--- src/hdl/ctb_ram.sv ---
// Generic single-write, single-read synchronous RAM with registered read data.
// No dependencies.
module ctb_ram #(
    parameter int WIDTH = 8,
    parameter int DEPTH = 64
) (
    input  logic                                    clk,
    input  logic                                    we,
    input  logic [(DEPTH > 1 ? $clog2(DEPTH) : 1)-1:0] waddr,
    input  logic [WIDTH-1:0]                        wdata,
    input  logic [(DEPTH > 1 ? $clog2(DEPTH) : 1)-1:0] raddr,
    output logic [WIDTH-1:0]                        rdata
);
    logic [WIDTH-1:0] mem [DEPTH];

    always_ff @(posedge clk)
    begin
        if (we)
        begin
            mem[waddr] <= wdata;
        end
        rdata <= mem[raddr];
    end
endmodule

--- config.mk ---
export PLATFORM = sky130hd
export DESIGN_NAME = ctb_ram
export DESIGN_NICKNAME = d
export VERILOG_FILES = /design/src/hdl/ctb_ram.sv
export SDC_FILE = /design/constraint.sdc
export NUM_CORES = 1
export LEC_CHECK = 0
export BUFFER_PORTS_ARGS = -buffer_cell sky130_fd_sc_hd__clkbuf_2
export CAP_MARGIN = 40
export CORE_ASPECT_RATIO = 0.8
export CORE_MARGIN = 4
export CORE_UTILIZATION = 55
export CTS_BUF_LIST = sky130_fd_sc_hd__clkbuf_4 sky130_fd_sc_hd__clkbuf_8
export CTS_CLUSTER_DIAMETER = 120
export CTS_CLUSTER_SIZE = 8
export DETAILED_ROUTE_END_ITERATION = 16
export GPL_TIMING_DRIVEN = 0
export HOLD_SLACK_MARGIN = 0.02
export PLACE_DENSITY = 0.71
export SYNTH_ARGS = -nofsm -noshare
export SYNTH_HDL_FRONTEND = slang
export SYNTH_SLANG_ARGS = --single-unit
export TNS_END_PERCENT = 100
--- constraint.sdc ---
create_clock -name clk -period 2.51 [get_ports clk]
set_clock_uncertainty 0.15 [all_clocks]
set_input_delay 0.502 -clock clk [delete_from_list [all_inputs] [get_ports clk]]
set_output_delay 0.502 -clock clk [all_outputs]
set_load 0.05 [all_outputs]
Word level (Yosys, flattened, before mapping)
Memory sizes are Yosys's and may differ from the RTL's. A register that Yosys moved wholly into a read port is not among the register bits.
Cells that the tools add are included.

word-level totals
  bits in registers = 0
  input bits = 22
  output and inout bits = 8
  bits in read-only memories = 0
  memory bits (writable) = 512
  latch bits = 0
  memories kept = 1

memory list
  name  words  width  rd ports  clocked after Yosys merged registers in  wr ports  line  text
  mem   64     8      1         1                                        1         14    logic [WIDTH-1:0] mem [DEPTH];

cells by class
  reduce and logical (&&, ||, !) cells = 0
  eq/ne operators = 0
  divide/modulo/power cells = 0
  $mul = 0
  multiplexer cells = 2
  magnitude comparators = 0
  add/subtract/negate cells = 0
  bitwise logic cells = 0
  shift-type cells = 0

operator list
  operator  count
  $mux W1   2

Depth between registers and ports, before layout
Gate-level depths: netlist of the first run.

  word-level depth = 2
  mapped depth = 9
  mapped depth without buffers = 5

Least setup slack after synthesis of the first run
No wires, ideal clock.

  kind = input -> register
  start point = input raddr[1] (netlist name)
  end point = register rdata[3], read port of mem
  arrival = 2042 ps
  stages = 7
  setup time = 128 ps
  path slack = 190 ps
  path buffers = 3
  data required time = 2232 ps
  cells stage by stage = buf_4 -> buf_2 -> buf_2 -> mux4_2 -> mux4_2 -> o21ai_1 -> o41ai_1

RTL lines
  item                line  text
  start: declaration  11    input logic [(DEPTH > 1 ? $clog2(DEPTH) : 1)-1:0] raddr,
  end: declaration    12    output logic [WIDTH-1:0] rdata

==> impl_metrics.tcl, run 1 <==
set metrics [dict create \
    viasPerCell 6.48 \
    place_congestion 0.902 \
    grt_max_degree 46 \
    hp-class "in2reg" \
    vias 10094 \
    multiInputGateArea_um2 4330 \
    cp-end-kind "flip-flop" \
    crit_buf_inv 3 \
    die_area_um2 39800 \
    clock_path_buffers 3 \
    status "complete, but fails checks" \
    worstPathRequired_ns 2.79 \
    totalWireLength_mm 47.8 \
    drv_cap 0 \
    grt_pass1_vias 10135 \
    min_period_over_period_pct 100 \
    grt.overflow.total 0 \
    synth_seq_area_share_pct 77.0 \
    synth_fp_nets 962 \
    path_depth 8 \
    seq_area_um2 15500 \
    setup_violations 1 \
    synth_cell_type_count 40 \
    power-per-cell-area_nw_per_um2 742 \
    ir_drop_uv 358 \
    io_buffers 21 \
    coreArea_um2 36100 \
    synth_area_per_cell_um2 21.5 \
    holdPathStages 2 \
    io_pins 30 \
    worstMarginPinSlew_ns 0.907 \
    grt_setup_unrepaired "false" \
    dr.pass1.iters 5 \
    holdWs_ns 0.163 \
    n_antenna_cell 0 \
    slowest_stage "clkbuf_1" \
    synth_ff_type "edfxtp_1" \
    postSynthCellCount 940 \
    hpwl_mm 32.0 \
    h-tree-depth 3 \
    drive_gt1_share_pct 29.3 \
    dpl_cell_area_um2 21200 \
    drtIter0Drc 1459 \
    dp_slack_ns -0.886 \
    start_util_pct 55.9 \
    clkLatencyLatePin_ns 0.61 \
    cp-start-kind "input pin" \
    nFillCells 2482 \
    hold_viol_final 0 \
    cp_max_fo 10 \
    die-height_um 179 \
    path_class "in2reg" \
    slowest_delay_ns 0.71 \
    worst_slack_ns -0.00598 \
    wl_per_cell_um 30.7 \
    ys_warn_count 0 \
    fin_area_um2 22400 \
    fp.dieW_um 222 \
    final_nets 1081 \
    p_leak_uw 0.00703 \
    yosysTopAreaCell "edfxtp_1" \
    asyncSetResetFlopFracSynth_pct 0 \
    track_usage_pct 24.5 \
    synth_edf_count 512 \
    slew_headroom_pct 39.3 \
    synth.most_common_cell "edfxtp_1" \
    synthTopCellsByArea "edfxtp_1, mux4_2, nor2_1" \
    critical_path.top_delay_family "buffers and inverters" \
    fmax_mhz 397 \
    ys_ff_latch 520 \
    antenna_found_initial 3 \
    cp.arrival_ns 2.80 \
    area_delta_synth_final_pct 11.1 \
    met2_usage_pct 35.0 \
    synth_top_area_share_pct 76.2 \
    root_buffer "clkbuf_8" \
    synth_common_cells "edfxtp_1, mux4_2, nor2_1" \
    grt_first_pass_wirelength_mm 69.3 \
    ant_nets 0 \
    grt-busiest-layer "met1" \
    grtUsageMet3_pct 7.91 \
    period_needed_ns 2.52 \
    r2r_cells 5 \
    ctsHoldBuffers 0 \
    cts_sinks 520 \
    violations "negative setup slack" \
    critical_path.cell_chain "buf_2 > buf_4 > clkbuf_1 > mux4_2 > mux2i_1 > nand2_1 > nand3_1 > o32ai_1" \
    netlist_area_um2 20200 \
    tritoncts "yes" \
    drc 0 \
    maxSlewViolCount 0 \
    use_met1_pct 36.8 \
    clk_pin_slew_worst_paths_ns 0.06 \
    postLayoutCoreUtil_pct 62.1 \
    row_count 62 \
    numCtsBuffers 74 \
]
registers in the layout (all words and copies together) (netlist names):
register and cells:
rdata 8, mem 512
path summary, 6_finish.rpt:
kind / startpoint / to / slack [ns]
min reg2reg: mem[4][7] / rdata[7] / 0.76
max: raddr[2] / rdata[4] / -0.006
max reg2reg: mem[29][6] / rdata[6] / 0.16
min: raddr[5] / rdata[3] / 0.16
area by class of cell:
class / count / area share [%]
tap: 480 / 2.68
multi-input combinational: 369 / 19.3
clock buffer: 94 / 5.36
buffer: 50 / 1.49
sequential: 520 / 69.4
timing repair buffer: 44 / 1.76
clock inverter: 1 / 0.0335
placed cells by master (no fill, tap or decap), types with 6 or more instances in the layout:
master    synthesis  layout
clkbuf_1         17      14
buf_12            2       8
mux2i_1          23      23
mux2_2           13      13
clkbuf_8          0      79
o22ai_1           8       8
clkbuf_2          0      24
buf_2            11       8
nand2_1          19      19
dfxtp_1           8       8
nor3_1            7       7
nor2_1           83      83
nand3_1          13      12
nor2b_1          14      14
o221ai_1          8       8
mux4_2          126     126
clkbuf_4          0      17
nand2b_1          7       7
edfxtp_1        512     512
buf_4            13      28
buf_6             4       6
a221oi_1          6       6
kinds of logic after synthesis:
family / Yosys count / share of synthesized area (%)
mux: 162 / 15.9
flops: 520 / 77.0
compound gates: 54 / 2.07
simple gates: 153 / 3.39
buf+inv: 51 / 1.57
where the power goes:
group | internal (uW) | switching [uW]
combinational | 372 | 683
sequential | 9610 | 17.6
clock | 3030 | 2900
worst register-to-register path: cells and delay by family, from the launching register on:
| kind | cells | cell delay (ns) |
|---|---|---|
| compound gates | 2 | 0.54 |
| flops | 1 | 0.37 |
| mux | 2 | 0.79 |
| simple gates | 1 | 0.35 |
through the flow:
step	total power (uW)	setup TNS [ns]	std cells
detailed placement	10800	-75.80	1463
global route	17200	0	1558
floorplan	10400	0	940
global placement	10800	-75.13	1441
CTS	16700	0	1557
finish	16600	-0.00598	1558
per-layer routing:
| layer | vias to the layer above | part of all wire [%] |
|---|---|---|
| met3 | 82 | 12 |
| li1 | 4145 | - |
| met5 | - | 0.027 |
| met2 | 617 | 44 |
| met1 | 5248 | 42 |
| met4 | 2 | 2.2 |
what timing repair did:
action                                  in CTS  in global routing
setup buffers                                0                  0
gates resized for setup                      8                  9
endpoints found under the setup margin       7                  5
endpoints found under the hold margin        0                  0
No activity file was read; power rests on OpenSTA's default activity.
==> run 2, diff against run 1 <==
--- a/config.mk
+++ b/config.mk
@@ -8,7 +8,9 @@
 export BUFFER_PORTS_ARGS = -buffer_cell sky130_fd_sc_hd__clkbuf_2
 export CAP_MARGIN = 40
+export CELL_PAD_IN_SITES_DETAIL_PLACEMENT = 1
+export CELL_PAD_IN_SITES_GLOBAL_PLACEMENT = 2
 export CORE_ASPECT_RATIO = 0.8
 export CORE_MARGIN = 4
-export CORE_UTILIZATION = 55
+export CORE_UTILIZATION = 52
 export CTS_BUF_LIST = sky130_fd_sc_hd__clkbuf_4 sky130_fd_sc_hd__clkbuf_8
 export CTS_CLUSTER_DIAMETER = 120
@@ -17,5 +19,5 @@
 export GPL_TIMING_DRIVEN = 0
 export HOLD_SLACK_MARGIN = 0.02
-export PLACE_DENSITY = 0.71
+export PLACE_DENSITY_LB_ADDON = 0.1
 export SYNTH_ARGS = -nofsm -noshare
 export SYNTH_HDL_FRONTEND = slang
==> constraint.sdc (replaced) <==
create_clock -name clk -period 2.51 [get_ports clk]
set_clock_uncertainty 0.15 [all_clocks]
set_input_delay 0.3765 -clock clk [delete_from_list [all_inputs] [get_ports clk]]
set_output_delay 0.3765 -clock clk [all_outputs]
set_load 0.05 [all_outputs]
==> impl_metrics.tcl, run 2 (synthesis gave the netlist of run 1 again) <==
set metrics [dict create \
    status "finished, final reports clean" \
    slowest_stage "buf_1" \
    cts_sinks 520 \
    finalPower_uw 16800 \
    path_common_cell "buf_2" \
    cp.arrival_ns 2.83 \
    rr_endpoint "rdata[2]" \
    regMostFlops "mem" \
    hold_path_end "rdata[3]" \
    largest_reg_flops 512 \
    min_period_over_period_pct 97.1 \
    critical_path.cell_chain "buf_2 > buf_2 > buf_1 > clkbuf_1 > o221ai_1 > o21ai_0 > o311ai_1 > nand2_1" \
    hold_start "raddr[5]" \
    cp-end-kind "flip-flop" \
    crit_buf_inv 4 \
    row_count 64 \
    die-height_um 184 \
    vias 10023 \
    holdPathStages 2 \
    place_congestion 0.825 \
    n_antenna_cell 0 \
    ant_nets 0 \
    final_nets 1092 \
    totalWireLength_mm 51.3 \
    drc 0 \
    postCtsSetupRepairBufs 0 \
    dpl_cell_area_um2 21200 \
    fp.dieW_um 228 \
    coreArea_um2 38300 \
    area_delta_synth_final_pct 11.8 \
    drv_cap 0 \
    tns_ns 0 \
    h-tree-depth 3 \
    track_usage_pct 24.9 \
    io_buffers 21 \
    final_cell_mix "edfxtp_1, mux4_2, nor2_1" \
    nFillCells 3243 \
    drive_gt1_share_pct 30.5 \
    fmax_mhz 410 \
    power_frac_clock_pct 36.3 \
    drtIter0Drc 980 \
    start_util_pct 52.7 \
    maxSlewViolCount 0 \
    ir_drop_uv 499 \
    antenna_found_initial 0 \
    hold_viol_final 0 \
    seq_power_share_pct 57.4 \
    combPwrFrac_pct 6.3 \
    wl_per_cell_um 32.3 \
    tritoncts "yes" \
    critical_path.top_delay_family "buffers and inverters" \
    root_buffer "clkbuf_8" \
    grt.overflow.total 0 \
    p_leak_uw 0.00711 \
    rr_startpoint "mem[7][2]" \
    numCtsBuffers 74 \
    reg_top3 "mem (512), rdata (8)" \
    r2r_cells 5 \
    clk_pin_slew_worst_paths_ns 0.07 \
    worstPathRequired_ns 2.90 \
    grt_pass1_vias 10519 \
    period_needed_ns 2.44 \
    fin_area_um2 22500 \
    clock_path_buffers 3 \
    clkLatencyLatePin_ns 0.63 \
    mostFrequentLayoutCell "edfxtp_1" \
    cp-start-kind "input pin" \
    die_area_um2 42000 \
    worstMarginPinSlew_ns 0.939 \
    p_int_uw 13100 \
    regToRegSetupSlack_ns 0.25 \
    slowest_delay_ns 0.66 \
    slew_headroom_pct 37.2 \
    grt_first_pass_wirelength_mm 74.1 \
    power-per-cell-area_nw_per_um2 745 \
    hpwl_mm 35.0 \
    io_pins 30 \
    path_class "in2reg" \
    p_sw_uw 3690 \
    grt_setup_unrepaired "false" \
    grt_max_degree 46 \
    dr.pass1.iters 5 \
    cp_max_fo 10 \
    viasPerCell 6.31 \
    setup_violations 0 \
    netSwitchingFraction_pct 22.0 \
    hp-class "in2reg" \
]
[run 2: metrics by stage]
step                util, %  std cells  worst slack, ns  hold WS [ns]
floorplan                 -        940            0.316         0.325
global placement       54.6       1456           -0.830         0.689
detailed placement     55.5       1488           -0.800         0.712
CTS                    58.8       1587           0.0359        0.0353
global route           58.9       1589          0.00148        0.0590
finish                 58.9       1589           0.0720         0.111
[run 2: layout make-up]
cell class | instances | area [um2] | share of cell area (%)
buffer | 50 | 315 | 1.40
clock buffer | 99 | 1240 | 5.49
clock inverter | 1 | 7.51 | 0.0333
multi-input combinational | 369 | 4370 | 19.4
sequential | 520 | 15500 | 68.9
tap | 495 | 619 | 2.75
timing repair buffer | 55 | 467 | 2.07
[run 2: repair_timing]
item / in CTS / in global routing
resized for setup: 6 / 4
setup endpoints to repair: 6 / 3
hold buffers: 0 / 0
[run 2: worst max-delay path by stage]
stage	endpoint	from	cells after the start	slack (ns)
after global placement	rdata[5]	raddr[1]	9	-0.83
final	rdata[7]	raddr[2]	8	0.07
after CTS	rdata[3]	raddr[1]	7	0.04
after global routing	rdata[7]	raddr[2]	8	0.001
after floorplan	rdata[3]	raddr[1]	7	0.32
after detailed placement	rdata[5]	raddr[1]	9	-0.80
[run 2: metal layers]
metal | wire length (um) | track usage [%] | vias up
li1 | - | - | 4161
met1 | 22200 | 36.8 | 5402
met2 | 24400 | 38.8 | 381
met3 | 3590 | 5.21 | 79
met4 | 1100 | 6.78 | 0
met5 | 0 | 0 | -
[run 2: power by group through the flow]
| stage | Sequential (uW) | Combinational, uW | Clock [uW] |
|---|---|---|---|
| 3_5_place_dp | 9820 | 1060 | 0 |
| 5_1_grt | 9630 | 1130 | 6620 |
| 3_3_place_gp | 9820 | 1000 | 0 |
| 2_1_floorplan | 9870 | 512 | 0 |
| 6_report | 9630 | 1070 | 6090 |
| 4_1_cts | 9630 | 1070 | 6210 |
==> run 3, diff against run 2 <==
CORE_MARGIN = 10   (was 4)
PLACE_DENSITY_LB_ADDON = 0.12   (was 0.1)
==> impl_metrics.tcl, run 3 (synthesis gave the netlist of run 1 again) <==
set metrics [dict create \
    power-per-cell-area_nw_per_um2 748 \
    fp.dieW_um 240 \
    grt.overflow.total 0 \
    cp-end-kind "flip-flop" \
    n_antenna_cell 0 \
    ctsHoldBuffers 0 \
    setup_violations 0 \
    finalPower_uw 16900 \
    nFillCells 3237 \
    vias 10051 \
    mostFrequentLayoutCell "edfxtp_1" \
    clkLatencyLatePin_ns 0.64 \
    wl_per_cell_um 32.5 \
    io_buffers 21 \
    drive_gt1_share_pct 31.0 \
    ant_nets 0 \
    period_needed_ns 2.43 \
    cp_max_fo 10 \
    ir_drop_uv 482 \
    status "finished, final reports clean" \
    tns_ns 0 \
    clock_path_buffers 3 \
    cp.arrival_ns 2.76 \
    dp_slack_ns -0.820 \
    worstMarginPinSlew_ns 0.942 \
    final_nets 1092 \
    worstPathRequired_ns 2.84 \
    regMostFlops "mem" \
    maxSlewViolCount 0 \
    hp-class "in2reg" \
    place_congestion 0.801 \
    clk_pin_slew_worst_paths_ns 0.06 \
    grt_pass1_vias 10587 \
    final_cell_mix "edfxtp_1, mux4_2, nor2_1" \
    die_area_um2 47100 \
    slew_headroom_pct 37.0 \
    coreArea_um2 38300 \
    drtIter0Drc 1038 \
    place_inst 1487 \
    grt_first_pass_wirelength_mm 74.9 \
    layout.cells.non_filler 1595 \
    h-tree-depth 3 \
    root_buffer "clkbuf_8" \
    viasPerCell 6.30 \
    hold_viol_final 0 \
    fmax_mhz 411 \
    track_usage_pct 22.5 \
    drc 0 \
    start_util_pct 52.7 \
    die-height_um 196 \
    hpwl_mm 35.0 \
    dr.pass1.iters 7 \
    path_class "in2reg" \
    cts_sinks 520 \
    drv_cap 0 \
    area_delta_synth_final_pct 12.0 \
    holdWs_ns 0.0965 \
    totalWireLength_mm 51.9 \
    io_pins 30 \
    antenna_found_initial 0 \
    grt_setup_unrepaired "false" \
    numCtsBuffers 74 \
    tritoncts "yes" \
    postCtsSetupRepairBufs 0 \
    largest_reg_flops 512 \
    row_count 64 \
    grt_max_degree 46 \
    p_leak_uw 0.00713 \
    reg_top3 "mem (512), rdata (8)" \
    worst_slack_ns 0.0784 \
    min_period_over_period_pct 96.9 \
    cp-start-kind "input pin" \
]
-- run 3: cell types whose count changed in the layout (fill, tap and decap cells not counted), sizes merged --
| cell | previous run | this run |
|---|---|---|
| clkbuf | 136 | 142 |
| buf | 68 | 67 |
| clkinvlp | 1 | 2 |
-- run 3: final timing paths --
kind         cells past startpoint  slack (ns)  endpoint       start
max                              8        0.08  rdata[4]    raddr[1]
max reg2reg                      5        0.19  rdata[6]  mem[21][6]
min                              2         0.1  rdata[5]    raddr[5]
min reg2reg                      4        0.83  rdata[7]   mem[0][7]
-- run 3: power by group --
group,switching [uW],internal (uW)
registers,17.9,9610
clock network,3010,3170
logic,699,376
-- run 3: final cells by class --
cell class	instances	area (um2)	share of cell area [%]
multi-input combinational	369	4370	19.3
buffer	49	314	1.39
clock inverter	2	15.0	0.0665
clock buffer	104	1260	5.59
timing repair buffer	56	474	2.10
tap	495	619	2.74
sequential	520	15500	68.8
-- run 3: critical path, cell delays in order --
cell	delay, ns
buf_4	0.16
buf_2	0.28
buf_4	0.31
buf_2	0.40
nor2_1	0.09
nor4_1	0.52
nor3_1	0.17
o32ai_2	0.45
-- run 3: what timing repair did --
action / 4_1_cts / 5_1_grt
pin swaps: 0 / 0
endpoints found under the setup margin: 4 / 7
gates resized for setup: 4 / 9
-- run 3: through the flow --
| stage | utilization, % | area, um2 |
|---|---|---|
| floorplan | - | 20200 |
| global placement | 54.6 | 20900 |
| detailed placement | 55.5 | 21200 |
| CTS | 58.9 | 22500 |
| global route | 59.0 | 22600 |
| finish | 59.0 | 22600 |
-- run 3: metal layers --
layer  part of all wire, %  wire length, um  vias to the layer above  global-route usage (%)
li1                      -                -                     4166                       -
met1                    44            22900                     5378                    32.8
met2                    46            23900                      441                    33.6
met3                   8.0             4170                       66                    5.38
met4                   1.8              951                        0                    5.97
met5                     0                0                        -                       0
